File: src/design/wls_pkg.sv
`timescale 1ns / 1ps
package wls_pkg;

   localparam int COUNT_BITS = 24;
   localparam int INDEX_BITS = 10;
   localparam int THRESH_BITS = 24;
   localparam int MODE_BITS = 2;
   localparam int DATA_BITS = 32;
   localparam int ADDR_BITS = 3;

   localparam logic [MODE_BITS-1:0] MODE_DYNAMIC = 2'd0;
   localparam logic [MODE_BITS-1:0] MODE_STATIC = 2'd1;
   localparam logic [MODE_BITS-1:0] MODE_HYBRID = 2'd2;

   localparam logic REG_THRESHOLD = 1'b0;
   localparam logic REG_MODE = 1'b1;

   typedef struct packed {
      logic [COUNT_BITS-1:0] wear_count;
      logic                  last_block;
   } req_type;

   typedef struct packed {
      logic [COUNT_BITS-1:0] min_count;
      logic [COUNT_BITS-1:0] max_count;
      logic [COUNT_BITS-1:0] spread;
      logic [INDEX_BITS-1:0] least_worn_block;
      logic [INDEX_BITS-1:0] cold_block;
      logic [INDEX_BITS-1:0] hot_block;
      logic                  rebalance;
      logic                  counts_rewritten;
      logic [COUNT_BITS-1:0] new_hot_count;
      logic [COUNT_BITS-1:0] new_cold_count;
   } rsp_type;

   typedef struct packed {
      logic [COUNT_BITS-1:0] min_count;
      logic [COUNT_BITS-1:0] max_count;
      logic [INDEX_BITS-1:0] first_min;
      logic [INDEX_BITS-1:0] last_min;
      logic [INDEX_BITS-1:0] last_max;
   } scan_type;

endpackage

File: src/design/wear_level_scan.sv
`timescale 1ns / 1ps
// wear_level_scan: min/max erase-count monitor for wear leveling
// req channel: one item per flash block in index order, wear_count and
//   last_block; the item with last_block set closes the scan and is counted
// rsp channel: one item per scan with min, max, spread, least-worn, cold
//   and hot block indices, rebalance flag and the rewritten counts
// csr port: APB-style, byte 0 spread_threshold, byte 4 level_mode;
//   pready is always high; the user writes only while the block is idle, the block does not enforce it
// throughput: one req item per cycle while req_ready is high, set by the
//   running compare-and-update of the extremes and the block counter
// result path: the closing req item's scan goes into the scan capture
//   register, then into the result register, where the rsp item is valid
// stall: while rsp is held and the capture register is full, req_ready
//   drops; no item is lost or repeated
// reset: clears the scan state and both valid flags, not the register data;
//   no clearing pass is needed
module wear_level_scan
   import wls_pkg::*;
#(
   parameter int NUM_BLOCKS = 1024
) (
   input  logic                 clock,
   input  logic                 reset,
   input  logic                 req_valid,
   output logic                 req_ready,
   input  req_type              req_data,
   output logic                 rsp_valid,
   input  logic                 rsp_ready,
   output rsp_type              rsp_data,
   input  logic                 psel,
   input  logic                 penable,
   input  logic                 pwrite,
   input  logic [ADDR_BITS-1:0] paddr,
   input  logic [DATA_BITS-1:0] pwdata,
   output logic [DATA_BITS-1:0] prdata,
   output logic                 pready
);

   localparam int CTR_BITS = (NUM_BLOCKS > 2) ? $clog2(NUM_BLOCKS) : 1;
   localparam logic [CTR_BITS-1:0] CTR_LAST = CTR_BITS'(NUM_BLOCKS - 1);

   logic [THRESH_BITS-1:0] threshold_ff;
   logic [MODE_BITS-1:0]   mode_ff;

   logic [COUNT_BITS-1:0] run_min_ff, run_min_in;
   logic [COUNT_BITS-1:0] run_max_ff, run_max_in;
   logic [INDEX_BITS-1:0] first_min_ff, first_min_in;
   logic [INDEX_BITS-1:0] last_min_ff, last_min_in;
   logic [INDEX_BITS-1:0] last_max_ff, last_max_in;
   logic [CTR_BITS-1:0]   counter_ff, counter_in;

   scan_type s1_ff, s1_in;
   logic     s1_valid_ff, s1_valid_in;
   rsp_type  rsp_ff, rsp_in;
   logic     rsp_valid_ff, rsp_valid_in;

   logic                  req_accept;
   logic                  out_free;
   logic                  s1_advance;
   logic [INDEX_BITS-1:0] idx;
   logic                  csr_write;

   assign pready = 1'b1;
   assign csr_write = psel && penable && pwrite && pready;
   assign prdata = (paddr[2] == REG_MODE) ? DATA_BITS'(mode_ff) : DATA_BITS'(threshold_ff);

   assign out_free = !rsp_valid_ff || rsp_ready;
   assign s1_advance = s1_valid_ff && out_free;
   assign req_ready = !s1_valid_ff || out_free;
   assign req_accept = req_valid && req_ready;
   assign idx = INDEX_BITS'(counter_ff);

   // running extremes with the current item folded in
   always_comb begin
      run_min_in = run_min_ff;
      run_max_in = run_max_ff;
      first_min_in = first_min_ff;
      last_min_in = last_min_ff;
      last_max_in = last_max_ff;
      if (req_data.wear_count < run_min_ff) begin
         run_min_in = req_data.wear_count;
         first_min_in = idx;
         last_min_in = idx;
      end else if (req_data.wear_count == run_min_ff) begin
         last_min_in = idx;
      end
      if (req_data.wear_count >= run_max_ff) begin
         run_max_in = req_data.wear_count;
         last_max_in = idx;
      end
      counter_in = (counter_ff == CTR_LAST) ? '0 : counter_ff + 1'b1;
   end

   always_comb begin
      s1_in.min_count = run_min_in;
      s1_in.max_count = run_max_in;
      s1_in.first_min = first_min_in;
      s1_in.last_min = last_min_in;
      s1_in.last_max = last_max_in;
      if (req_accept && req_data.last_block) begin
         s1_valid_in = 1'b1;
      end else if (s1_advance) begin
         s1_valid_in = 1'b0;
      end else begin
         s1_valid_in = s1_valid_ff;
      end
   end

   // result from the captured scan
   always_comb begin
      logic [COUNT_BITS-1:0] spread;
      logic [COUNT_BITS-1:0] hot_new;
      logic [COUNT_BITS-1:0] cold_base;
      logic                  reb;
      logic                  rewrite;
      spread = s1_ff.max_count - s1_ff.min_count;
      reb = spread >= COUNT_BITS'(threshold_ff);
      rewrite = reb && (mode_ff == MODE_STATIC || mode_ff == MODE_HYBRID);
      hot_new = s1_ff.max_count >> 1;
      cold_base = (spread == '0) ? hot_new : s1_ff.min_count;
      rsp_in.min_count = s1_ff.min_count;
      rsp_in.max_count = s1_ff.max_count;
      rsp_in.spread = spread;
      rsp_in.least_worn_block = s1_ff.first_min;
      rsp_in.cold_block = s1_ff.last_min;
      rsp_in.hot_block = s1_ff.last_max;
      rsp_in.rebalance = reb;
      rsp_in.counts_rewritten = rewrite;
      rsp_in.new_hot_count = '0;
      rsp_in.new_cold_count = '0;
      if (rewrite) begin
         rsp_in.new_hot_count = hot_new;
         rsp_in.new_cold_count = cold_base[COUNT_BITS-1] ? '1 :
                                 {cold_base[COUNT_BITS-2:0], 1'b0};
      end
      if (s1_advance) begin
         rsp_valid_in = 1'b1;
      end else if (rsp_ready) begin
         rsp_valid_in = 1'b0;
      end else begin
         rsp_valid_in = rsp_valid_ff;
      end
   end

   always_ff @(posedge clock) begin
      if (reset) begin
         threshold_ff <= '0;
         mode_ff <= MODE_DYNAMIC;
      end else if (csr_write) begin
         if (paddr[2] == REG_THRESHOLD) begin
            threshold_ff <= pwdata[THRESH_BITS-1:0];
         end else begin
            mode_ff <= pwdata[MODE_BITS-1:0];
         end
      end
   end

   always_ff @(posedge clock) begin
      if (reset) begin
         run_min_ff <= '1;
         run_max_ff <= '0;
         first_min_ff <= '0;
         last_min_ff <= '0;
         last_max_ff <= '0;
         counter_ff <= '0;
      end else if (req_accept) begin
         if (req_data.last_block) begin
            run_min_ff <= '1;
            run_max_ff <= '0;
            first_min_ff <= '0;
            last_min_ff <= '0;
            last_max_ff <= '0;
            counter_ff <= '0;
         end else begin
            run_min_ff <= run_min_in;
            run_max_ff <= run_max_in;
            first_min_ff <= first_min_in;
            last_min_ff <= last_min_in;
            last_max_ff <= last_max_in;
            counter_ff <= counter_in;
         end
      end
   end

   always_ff @(posedge clock) begin
      if (reset) begin
         s1_valid_ff <= 1'b0;
         rsp_valid_ff <= 1'b0;
      end else begin
         s1_valid_ff <= s1_valid_in;
         rsp_valid_ff <= rsp_valid_in;
      end
   end

   always_ff @(posedge clock) begin
      if (req_accept && req_data.last_block) begin
         s1_ff <= s1_in;
      end
      if (s1_advance) begin
         rsp_ff <= rsp_in;
      end
   end

   assign rsp_valid = rsp_valid_ff;
   assign rsp_data = rsp_ff;

`ifndef ASSERT_OFF
   a_stall_blocks_req: assert property (@(posedge clock) disable iff (reset)
      (s1_valid_ff && rsp_valid_ff && !rsp_ready) |-> !req_ready)
      else $error("req taken while capture register is blocked");

   a_reset_clears_scan: assert property (@(posedge clock)
      reset |=> (counter_ff == '0 && run_min_ff == '1 && run_max_ff == '0))
      else $error("scan state not cleared by reset");

   a_last_closes_scan: assert property (@(posedge clock) disable iff (reset)
      (req_accept && req_data.last_block) |=> (s1_valid_ff && counter_ff == '0))
      else $error("closing item did not start a new scan");

   a_capture_ordered: assert property (@(posedge clock) disable iff (reset)
      s1_valid_ff |-> (s1_ff.max_count >= s1_ff.min_count))
      else $error("captured maximum below minimum");

   a_rewrite_needs_rebalance: assert property (@(posedge clock) disable iff (reset)
      (rsp_valid_ff && !rsp_ff.rebalance) |->
         (!rsp_ff.counts_rewritten && rsp_ff.new_hot_count == '0
          && rsp_ff.new_cold_count == '0))
      else $error("counts rewritten without rebalance");
`endif

endmodule

File: config.mk
export PLATFORM = sky130hd
export DESIGN_NAME = wear_level_scan
export DESIGN_NICKNAME = d
export VERILOG_FILES = /design/src/design/wls_pkg.sv /design/src/design/wear_level_scan.sv
export SDC_FILE = /design/constraint.sdc
export NUM_CORES = 1
export LEC_CHECK = 0
export ABC_AREA = 1
export BUFFER_PORTS_ARGS = -buffer_cell sky130_fd_sc_hd__buf_4
export CAP_MARGIN = 20
export CORE_ASPECT_RATIO = 0.75
export CORE_MARGIN = 2
export CORE_UTILIZATION = 24
export DETAILED_ROUTE_END_ITERATION = 10
export GPL_ROUTABILITY_DRIVEN = 0
export RECOVER_POWER = 25
export SLEW_MARGIN = 20
export SYNTH_ARGS = -nofsm -noshare
export SYNTH_HDL_FRONTEND = slang
export SYNTH_SLANG_ARGS = --single-unit
File: constraint.sdc
create_clock -name clock -period 10.3 [get_ports clock]
set_input_delay 0 -clock clock [delete_from_list [all_inputs] [get_ports clock]]
set_output_delay 0 -clock clock [all_outputs]
set_load 0.05 [all_outputs]
==> results of run 1 <==
-- worst max-delay path by stage --
stage                            from  slack (ns)                         end
6_report        rsp_in[106]$_DFFE_PP_        5.75   rsp_data[0]$_SDFFCE_PN0P_
5_1_grt         rsp_in[106]$_DFFE_PP_        5.37  rsp_data[17]$_SDFFCE_PN0P_
4_1_cts         rsp_in[106]$_DFFE_PP_        5.76   rsp_data[0]$_SDFFCE_PN0P_
3_5_place_dp    rsp_in[106]$_DFFE_PP_        5.81  rsp_data[17]$_SDFFCE_PN0P_
3_3_place_gp    rsp_in[106]$_DFFE_PP_        5.84  rsp_data[17]$_SDFFCE_PN0P_
2_1_floorplan  rsp_valid$_SDFFE_PP0P_        1.73   rsp_data[0]$_SDFFCE_PN0P_
-- stage by stage --
step / cell area (µm²) / util, % / setup slack (ns)
floorplan: 17000 / - / 1.73
global placement: 19700 / 28.1 / 5.84
detailed placement: 19700 / 28.1 / 5.81
CTS: 21700 / 30.9 / 5.76
global route: 21300 / 30.3 / 5.37
finish: 21300 / 30.3 / 5.75
-- cell usage in the layout, fill, tap and decap left out, types with 2 or more instances in the layout --
| cell | instances |
|---|---|
| and2_1 | 35 |
| inv_1 | 283 |
| a21oi_2 | 12 |
| clkinv_2 | 5 |
| nand4_1 | 60 |
| edfxtp_1 | 229 |
| bufinv_16 | 4 |
| buf_4 | 136 |
| dfxtp_1 | 116 |
| nor3_1 | 17 |
| a21oi_1 | 173 |
| clkbuf_16 | 41 |
| o21bai_1 | 4 |
| xor2_1 | 2 |
| clkbuf_8 | 2 |
| nor2_2 | 9 |
| a211oi_1 | 2 |
| o211ai_1 | 3 |
| nand3_1 | 84 |
| clkinv_1 | 3 |
| o31ai_1 | 2 |
| o21ai_0 | 95 |
| conb_1 | 10 |
| nand3b_1 | 9 |
| nand3_2 | 8 |
| nand2_2 | 11 |
| nor2_1 | 90 |
| clkbuf_1 | 122 |
| nor4_1 | 4 |
| inv_2 | 7 |
| diode_2 | 2 |
| clkinv_4 | 2 |
| ha_1 | 96 |
| o221ai_1 | 3 |
| o21a_1 | 4 |
| nor2_4 | 6 |
| dlygate4sd3_1 | 65 |
| nand2_1 | 430 |
-- synth_stat cells, types with 3 or more instances --
master    number
nand3_1       86
buf_6          7
clkbuf_1      56
o21bai_1       4
nand2_1      432
dfxtp_1      116
nand3b_1       9
nor3_1        17
buf_2          7
buf_1          4
o211ai_1       3
nand2_2       10
ha_1          96
inv_1        285
nor2_2         9
o21ai_0       95
a21oi_1      174
inv_2          5
o21a_1         4
nor2_4         4
a21oi_2       12
nand3_2        6
o221ai_1       3
buf_4         10
nor2_1        92
nand4_1       60
edfxtp_1     229
nor4_1         4
and2_1        35
-- layout make-up --
cell class	count	share of cell area, %
Tap cell	946	5.57
Multi-Input combinational cell	1179	30.0
Timing Repair Buffer	310	9.78
Sequential cell	345	43.3
Clock buffer	56	5.18
Inverter	292	5.15
Clock inverter	17	1.08
Antenna cell	2	0.0235
-- power groups by stage --
| stage | Sequential [W] | Combinational, W | Clock [W] |
|---|---|---|---|
| final | 0.00159 | 0.000576 | 0.00145 |
| after global placement | 0.00162 | 0.000559 | 0 |
| after CTS | 0.00159 | 0.000590 | 0.00150 |
| after floorplan | 0.00167 | 0.000339 | 0 |
| after global routing | 0.00159 | 0.000642 | 0.00155 |
| after detailed placement | 0.00162 | 0.000566 | 0 |
-- metal layers --
metal  GRT usage, %  vias to the layer above
met5              0                        -
met2           19.7                      381
met4           3.44                       10
li1               -                     6819
met1           19.7                     6442
met3           3.75                       71
-- state kept, by name, indices dropped and copies added, names as in the netlist, 2 cells and up --
| register | cells |
|---|---|
| counter_ff | 10 |
| first_min_ff | 10 |
| last_max_ff | 10 |
| last_min_ff | 10 |
| mode_ff | 2 |
| rsp_data | 151 |
| rsp_in | 78 |
| run_max_ff | 24 |
| run_min_ff | 24 |
| threshold_ff | 24 |
-- kinds of logic (layout without fill, tap and decap cells) --
group	count (synthesis)	count (layout)	synth area share [%]
compound gates	303	303	9.52
xor+xnor	3	3	0.155
fa+ha+maj	97	97	7.18
buf+inv	376	675	8.88
flops	345	345	54.1
other cells	2	12	0.0442
simple gates	766	766	20.1
-- critical path: stages (launching register included) --
cell,delay [ns]
edfxtp_1,0.62
ha_1,0.54
nand3_1,0.14
nand2_1,0.15
nand2_1,0.08
nand2_1,0.13
nand3_1,0.12
nand2_1,0.12
nand2_1,0.08
nand3b_1,0.10
nand2_2,0.11
ha_1,0.31
nand2_1,0.08
inv_1,0.04
nand3_1,0.08
inv_1,0.05
a21oi_1,0.25
nand4_1,0.20
nand2_2,0.42
buf_4,0.49
nor2_1,0.10
-- timing repair --
action	CTS	global route
hold buffers	65	0
endpoints found under the hold margin	125	0
resized for setup	0	0
==> flow_summary.toml, run 1 <==
[synthesis]
ys_ff_latch = 345
synth_top_area_cell = "edfxtp_1"
ys.flop_type = "edfxtp_1"
synth_cells = 1892
async_reset_ff_share_pct = 0
synth_edf_count = 229
syn_area_per_cell_um2 = 8.99
synth_cell_types = 42
synthDominantCellAreaShare_pct = 40.5
netlist_area_um2 = 17000
seq_area_frac_synth_pct = 54.1
synth.area.top_cells = "edfxtp_1 40%, dfxtp_1 14%, nand2_1 9.5%"
yosys_warnings = 0

[layout]
drive_above_1_share_pct = 11.5
multi_input_area_um2 = 6370
regArea_um2 = 9200
nNetsFinal = 2332
syn2layout_area_growth_pct = 25.1
stdcell_count = 3147
nFillCells = 7352

[min_path]
min-delay-start = "req_valid"
hold_end = "last_min_ff[9]$_SDFFE_PP0P_"
min_path_type = "in -> reg"
min_path_cells = 4

[timing]
timing.hold.ws_ns = 0.0813
slew_headroom_pct = 32.0
finalSetupViolations = 0
maxSlewViolCount = 0
fin_crit_sh_pct = 44.1
fin_setup_tns_ns = 0
fin_worst_skew_ns = 0.0319
hold_viol = 0
rsz0062_at_grt = "no"
fmax_mhz = 220
max_slew.worst_pin.slew_ns = 1.02
min_period_ns = 4.55

[worst_setup_path]
crit_fanout = 31
worstPathRequired_ns = 10.59
crit_path_start_kind = "register"
r2r_cells = 20
end_kind = "register"
r2r_setup_slack_ns = 5.75
rr_endpoint = "rsp_data[0]$_SDFFCE_PN0P_"
r2r-start = "rsp_in[106]$_DFFE_PP_"
cp.arrival_ns = 4.83
path_class = "reg -> reg"

[clocking]
clk_pin_slew_ns = 0.06
cts_tree = "yes"
cts_setup_buffers = 0
htreeDepth = 2
clock-sinks = 345
cts_max_path_buffers = 3
clockRootBuffer = "clkbuf_16"
cts_buffers = 40
clock_latency_ns = 0.58

[drt]
highest_layer = "met5"
postRouteAntennaNets = 0
totalWireLength_um = 51500
wl_met2_um = 21600
wl_met1_um = 24800
drtIter0Drc = 1089
avgViaCountPerCell = 4.36
dr_wl_met3_um = 3980
via_count = 13700
dr.pass1.iters = 5
wire_per_inst_um = 16.4
drc = 0

[floorplanning]
die_w_um = 311
num_rows = 84
die_area_um2 = 73000
core_um2 = 70100
io_pins = 254
die_y_um = 234
start_util_pct = 24.3

[placed_design]
dp_hpwl_um = 36700
dp.cells = 3007
io_buffers = 233

[power]
leakage_nw = 8.86
power_density_nw_per_um2 = 170
switchingPower_w = 0.00103
total_power_w = 0.00362
p_comb_share_pct = 15.9
clkPwrFrac_pct = 40.2
irDropWorstVdd_v = 0.0000987
intPower_w = 0.00259
p_sw_share_pct = 28.5
pwr-share-seq_pct = 43.9

[flow_run]
cap_violations = 0

[global_routing]
antenna_found_initial = 9
grt_max_degree = 71
gr-total-overflow = 0
grt_pass1_vias = 12200
grt_first_pass_wirelength_um = 75800
grt.total_usage_pct = 13.6

[outcome]
status = "completed"
Power figures use the tool's default switching activity.
==> run 2, diff against run 1 <==
==> constraint.sdc (replaced) <==
create_clock -name clock -period 3.67 [get_ports clock]
set_input_delay 0 -clock clock [delete_from_list [all_inputs] [get_ports clock]]
set_output_delay 0 -clock clock [all_outputs]
set_load 0.05 [all_outputs]
==> run 2 against run 1 <==
Net effect:
- final cell count rose by 1.3%
- worst setup slack got worse by 5.5 ns
- clock power rose to 2.8 times the previous value
- sequential cell count did not move
- hold slack improved by 0.038 ns
- die area did not move
- maximum frequency rose by 31%
- critical path type unchanged
- largest cell class unchanged
- largest power group unchanged
==> flow_summary.toml, run 2 (synthesis results as in run 1) <==
[global_routing]
grt.total_usage_pct = 13.8
grt_first_pass_wirelength_um = 77300
grt_max_degree = 63
antenna_found_initial = 8
grt_pass1_vias = 12600
gr-total-overflow = 0

[floorplanning]
die_w_um = 311
die_area_um2 = 73000
die_y_um = 234
io_pins = 254
core_um2 = 70100
num_rows = 84
start_util_pct = 24.3

[power]
power_density_nw_per_um2 = 471
clkPwrFrac_pct = 39.9
pwr-share-seq_pct = 42.9
p_comb_share_pct = 17.2
switchingPower_w = 0.00294
intPower_w = 0.00737
leakage_nw = 9.05
irDropWorstVdd_v = 0.000256
p_sw_share_pct = 28.5

[drt]
drtIter0Drc = 1163
via_count = 14100
totalWireLength_um = 52500
avgViaCountPerCell = 4.43
wire_per_inst_um = 16.5
postRouteAntennaNets = 0
dr.pass1.iters = 6
drc = 0

[layout]
utilization_pct = 31.2
syn2layout_area_growth_pct = 28.8
largest_reg_flops = 151
stdcell_count = 3188
final_cell_mix = "420 x nand2_1, 279 x inv_1, 229 x edfxtp_1"
nNetsFinal = 2374
layout_commonest_cell = "nand2_1"
drive_above_1_share_pct = 14.7

[worst_setup_path]
end_kind = "register"
cp.arrival_ns = 3.78
crit_fanout = 10
worstPathRequired_ns = 3.98
path_class = "reg -> reg"
path_cells = "inv_1 -> ha_2 -> nand2_4 -> inv_2 -> a21oi_2 -> nor2_1 -> nor2_2 -> nand2_2 -> nand2_1 -> nand2_1 -> nand2_1 -> nand2_2 -> ha_1 -> nand2_1 -> inv_1 -> nand3_1 -> nor3_2 -> buf_4 -> nand3_1 -> nand4_1 -> nand2_4 -> buf_12 -> buf_6 -> nor2_1"
critPathSlowestCell = "edfxtp_1"
cpMostUsedCell = "nand2_1"
crit_path_start_kind = "register"
slowest_delay_ns = 0.38

[timing]
min_period_ns = 3.46
timing.hold.ws_ns = 0.120
fmax_mhz = 289
finalSetupViolations = 0
maxSlewViolCount = 0
hold_viol = 0
fin_crit_sh_pct = 94.3
fin_worst_skew_ns = 0.0224
max_slew.worst_pin.slew_ns = 0.950
slew_headroom_pct = 36.3

[clocking]
clockRootBuffer = "clkbuf_16"
cts_tree = "yes"
cts_buffers = 40
clock_latency_ns = 0.57
clk_pin_slew_ns = 0.06
htreeDepth = 2
cts_max_path_buffers = 3
clock-sinks = 345

[placed_design]
dp.cells = 3051
io_buffers = 233
dp_hpwl_um = 38000

[flow_run]
cap_violations = 0

[outcome]
status = "completed"

[min_path]
min_path_type = "in -> reg"
[run 2: cell count changes in the layout (fill, tap and decap cells not counted), sizes merged]
cell         change
buf             +29
dlygate4sd3      -8
clkbuf          +17
diode            -1
clkinv           +3
clkinvlp         +1
[run 2: worst max-delay path: cells and delay by family, from the launching register on]
kind                     cells  cell delay, ns
buffers and inverters        6            0.62
flip-flops                   1            0.38
AND/OR/NAND/NOR             15            1.42
adder cells (fa/ha/maj)      2            0.62
AO/OA/AOI/OAI                1            0.15
[run 2: final timing paths]
check / endpoint / slack (ns) / depth (start not counted) / start
max: rsp_data[24]$_SDFFCE_PN0P_ / 0.21 / 24 / rsp_in[137]$_DFFE_PP_
max reg2reg: rsp_data[24]$_SDFFCE_PN0P_ / 0.21 / 24 / rsp_in[137]$_DFFE_PP_
min reg2reg: rsp_data[61]$_DFFE_PP_ / 0.42 / 0 / rsp_in[61]$_DFFE_PP_
min: rsp_valid$_SDFFE_PP0P_ / 0.12 / 3 / reset
[run 2: layout make-up]
| class | count | area, µm² |
|---|---|---|
| Fill cell | 7383 | 48200 |
| Sequential cell | 345 | 9200 |
| Multi-Input combinational cell | 1179 | 6650 |
| Timing Repair Buffer | 352 | 2420 |
| Tap cell | 946 | 1180 |
| Clock buffer | 52 | 1120 |
| Inverter | 292 | 1100 |
| Clock inverter | 21 | 226 |
| Antenna cell | 1 | 2.50 |
[run 2: power by group through the flow]
| stage | registers, W | clock network [W] | logic [W] |
|---|---|---|---|
| 3_5_place_dp | 0.00450 | 0 | 0.00169 |
| 2_1_floorplan | 0.00467 | 0 | 0.000952 |
| 4_1_cts | 0.00442 | 0.00425 | 0.00175 |
| 6_report | 0.00442 | 0.00411 | 0.00177 |
| 5_1_grt | 0.00444 | 0.00438 | 0.00197 |
| 3_3_place_gp | 0.00450 | 0 | 0.00167 |
[run 2: stage by stage]
step / total power (W) / setup TNS, ns / cell area [µm²] / worst slack, ns
5_1_grt: 0.0108 / -0.00777 / 21900 / -0.00591
3_3_place_gp: 0.00617 / 0 / 20100 / 0.174
4_1_cts: 0.0104 / 0 / 22000 / 0.0724
2_1_floorplan: 0.00562 / 0 / 17000 / 0.153
6_report: 0.0103 / 0 / 21900 / 0.209
3_5_place_dp: 0.00619 / 0 / 20100 / 0.0729
[run 2: repair_timing]
item / in CTS / in global routing
buffers inserted: 0 / 5
endpoints found under the hold margin: 125 / 0
resized for setup: 0 / 63
hold buffers: 57 / 0
endpoints found under the setup margin: 0 / 48
[run 2: metal layers]
layer / vias to the layer above / wire length, µm / track usage [%]
met1: 6676 / 25100 / 19.9
met5: - / 69 / 0
met2: 426 / 22400 / 20.4
li1: 6906 / - / -
met4: 12 / 1240 / 4.32
met3: 88 / 3660 / 3.23
==> run 3, diff against run 2 <==
--- a/config.mk
+++ b/config.mk
@@ -9,10 +9,11 @@
 export BUFFER_PORTS_ARGS = -buffer_cell sky130_fd_sc_hd__buf_4
 export CAP_MARGIN = 20
 export CORE_ASPECT_RATIO = 0.75
-export CORE_MARGIN = 2
-export CORE_UTILIZATION = 24
+export CORE_MARGIN = 5
+export CORE_UTILIZATION = 45
 export DETAILED_ROUTE_END_ITERATION = 10
 export GPL_ROUTABILITY_DRIVEN = 0
+export PLACE_DENSITY = 0.68
 export RECOVER_POWER = 25
 export SLEW_MARGIN = 20
 export SYNTH_ARGS = -nofsm -noshare
==> run 3 against run 2 <==
Net effect:
- final area decreased by 0.95%
- first-iteration DRC count increased by 31%
- maximum frequency down 1.8%
- die area is 43% lower
- clock skew down 0.0087 ns
- clock power decreased by 6.3%
- total power down 2.0%
- non-clock buffer count shrank 7
- sequential share of layout area rose by 0.40 points
- critical path depth shrank 4
- sequential power barely moved
- critical endpoint is now rsp_data[28]$_SDFFCE_PN0P_
==> flow_summary.toml, run 3 (synthesis results as in run 1) <==
[power]
clkPwrFrac_pct = 38.1
power_density_nw_per_um2 = 466
irDropWorstVdd_v = 0.000284
p_comb_share_pct = 18.0
pwr-share-seq_pct = 43.9
switchingPower_w = 0.00283
p_sw_share_pct = 28.0
intPower_w = 0.00727
leakage_nw = 9.42

[worst_setup_path]
worstPathRequired_ns = 3.95
path_cells = "ha_4 -> nand3_1 -> nand2_2 -> nand2_1 -> nand2_1 -> nand3_2 -> nand2_2 -> nand2_1 -> nand3b_1 -> nand2_2 -> ha_1 -> nand2_1 -> inv_1 -> nand3_2 -> inv_1 -> a21oi_1 -> nand4_1 -> nand2_4 -> buf_8 -> nor2_1"
cp_num_buf_inv = 3
cpMostUsedCell = "nand2_1"
critPathSlowestCell = "edfxtp_1"
cp_top_family = "simple AND/OR/NAND/NOR gates"
crit_path_start_kind = "register"
slowest_delay_ns = 0.53
cp.arrival_ns = 3.80
end_kind = "register"
path_class = "reg -> reg"
crit_fanout = 12

[floorplanning]
start_util_pct = 45.7
die_area_um2 = 41800
num_rows = 61
io_pins = 254
core_um2 = 37200
die_y_um = 178
die_w_um = 234

[global_routing]
grt_pass1_vias = 13100
grt_first_pass_wirelength_um = 71900
grt_max_degree = 152
met1_usage_pct = 31.6
grt.total_usage_pct = 21.7
use_met3_pct = 3.79
met2_usage_pct = 33.7
grt.busiest_layer = "met2"
antenna_found_initial = 1
gr-total-overflow = 0

[layout]
n_antenna_cell = 0
nNetsFinal = 2364
utilization_pct = 58.3
largest_reg_flops = 151
multi_input_area_um2 = 6720
drive_above_1_share_pct = 20.4
stdcell_count = 2733
syn2layout_area_growth_pct = 27.6
regArea_um2 = 9200
layout_commonest_cell = "nand2_1"
nFillCells = 3127
final_cell_mix = "418 x nand2_1, 281 x inv_1, 279 x buf_4"

[placed_design]
io_buffers = 233
dp.cells = 2589
dp_hpwl_um = 33200

[timing]
max_slew.worst_pin.slew_ns = 0.979
finalSetupViolations = 0
slew_headroom_pct = 34.7
fin_setup_tns_ns = 0
hold_viol = 0
fin_crit_sh_pct = 96.1
maxSlewViolCount = 0
fmax_mhz = 284
fin_worst_skew_ns = 0.0137
min_period_ns = 3.53

[clocking]
htreeDepth = 2
clockRootBuffer = "clkbuf_16"
clock_latency_ns = 0.53
cts_buffers = 37
clock-sinks = 345
cts_max_path_buffers = 3
clk_pin_slew_ns = 0.06
cts_tree = "yes"

[drt]
dr.pass1.iters = 5
drc = 0
via_count = 14300
avgViaCountPerCell = 5.23
totalWireLength_um = 48500
wire_per_inst_um = 17.7
drtIter0Drc = 1521
postRouteAntennaNets = 0

[outcome]
status = "completed"

[min_path]
min_path_type = "in -> reg"

[flow_run]
cap_violations = 0
==> run 3: cell count changes in the layout (fill, tap and decap cells not counted), moves of 4 or more <==
cell / before / now
ha_4: 12 / 17
nand2_2: 18 / 22
buf_12: 7 / 2
dlygate4sd3_1: 57 / 53
buf_4: 156 / 279
clkbuf_1: 134 / 11
ha_1: 80 / 76
==> run 3: per-stage QoR <==
step                cell area (µm²)  worst slack (ns)  hold WS, ns  total power (W)
floorplan                     17000             0.153        0.135          0.00562
global placement              19300             0.230        0.241          0.00608
detailed placement            19300            0.0466        0.251          0.00612
CTS                           21100            0.0247       0.0143           0.0100
global route                  21700           -0.0417       0.0485           0.0105
finish                        21700             0.144       0.0496           0.0101
==> run 3: path summary, 6_finish.rpt <==
kind | start | end | slack [ns] | cells after the start
worst min-delay path | reset | last_max_ff[8]$_SDFFE_PP0P_ | 0.05 | 2
worst min register to register | rsp_in[62]$_DFFE_PP_ | rsp_data[62]$_DFFE_PP_ | 0.42 | 0
worst max register to register | rsp_in[105]$_DFFE_PP_ | rsp_data[28]$_SDFFCE_PN0P_ | 0.14 | 20
worst max-delay path | rsp_in[105]$_DFFE_PP_ | rsp_data[28]$_SDFFCE_PN0P_ | 0.14 | 20
==> run 3: power by group through the flow <==
stage / clock, W / combinational, W / sequential [W]
3_3_place_gp: 0 / 0.00157 / 0.00451
4_1_cts: 0.00392 / 0.00167 / 0.00443
3_5_place_dp: 0 / 0.00161 / 0.00451
6_report: 0.00385 / 0.00182 / 0.00443
2_1_floorplan: 0 / 0.000952 / 0.00467
5_1_grt: 0.00407 / 0.00200 / 0.00444
==> run 3: metal layers <==
layer  vias up  wire, µm
met5         -        11
met4         2      1280
met3        91      4230
met2       577     21700
met1      6746     21300
li1       6886         -
==> run 3: cell type report <==
type	count	area share (%)
well taps	504	2.91
clock buffers	50	4.83
inverters	292	5.05
clock inverters	18	0.900
repair buffers	345	12.9
flip-flops and latches	345	42.4
multi-input cells	1179	31.0
==> run 3: what timing repair did <==
item                                    CTS  global route
hold buffers                             53             0
buffers inserted                          0            17
resized for setup                         0            71
hold endpoints to repair                125             0
endpoints found under the setup margin    0            48
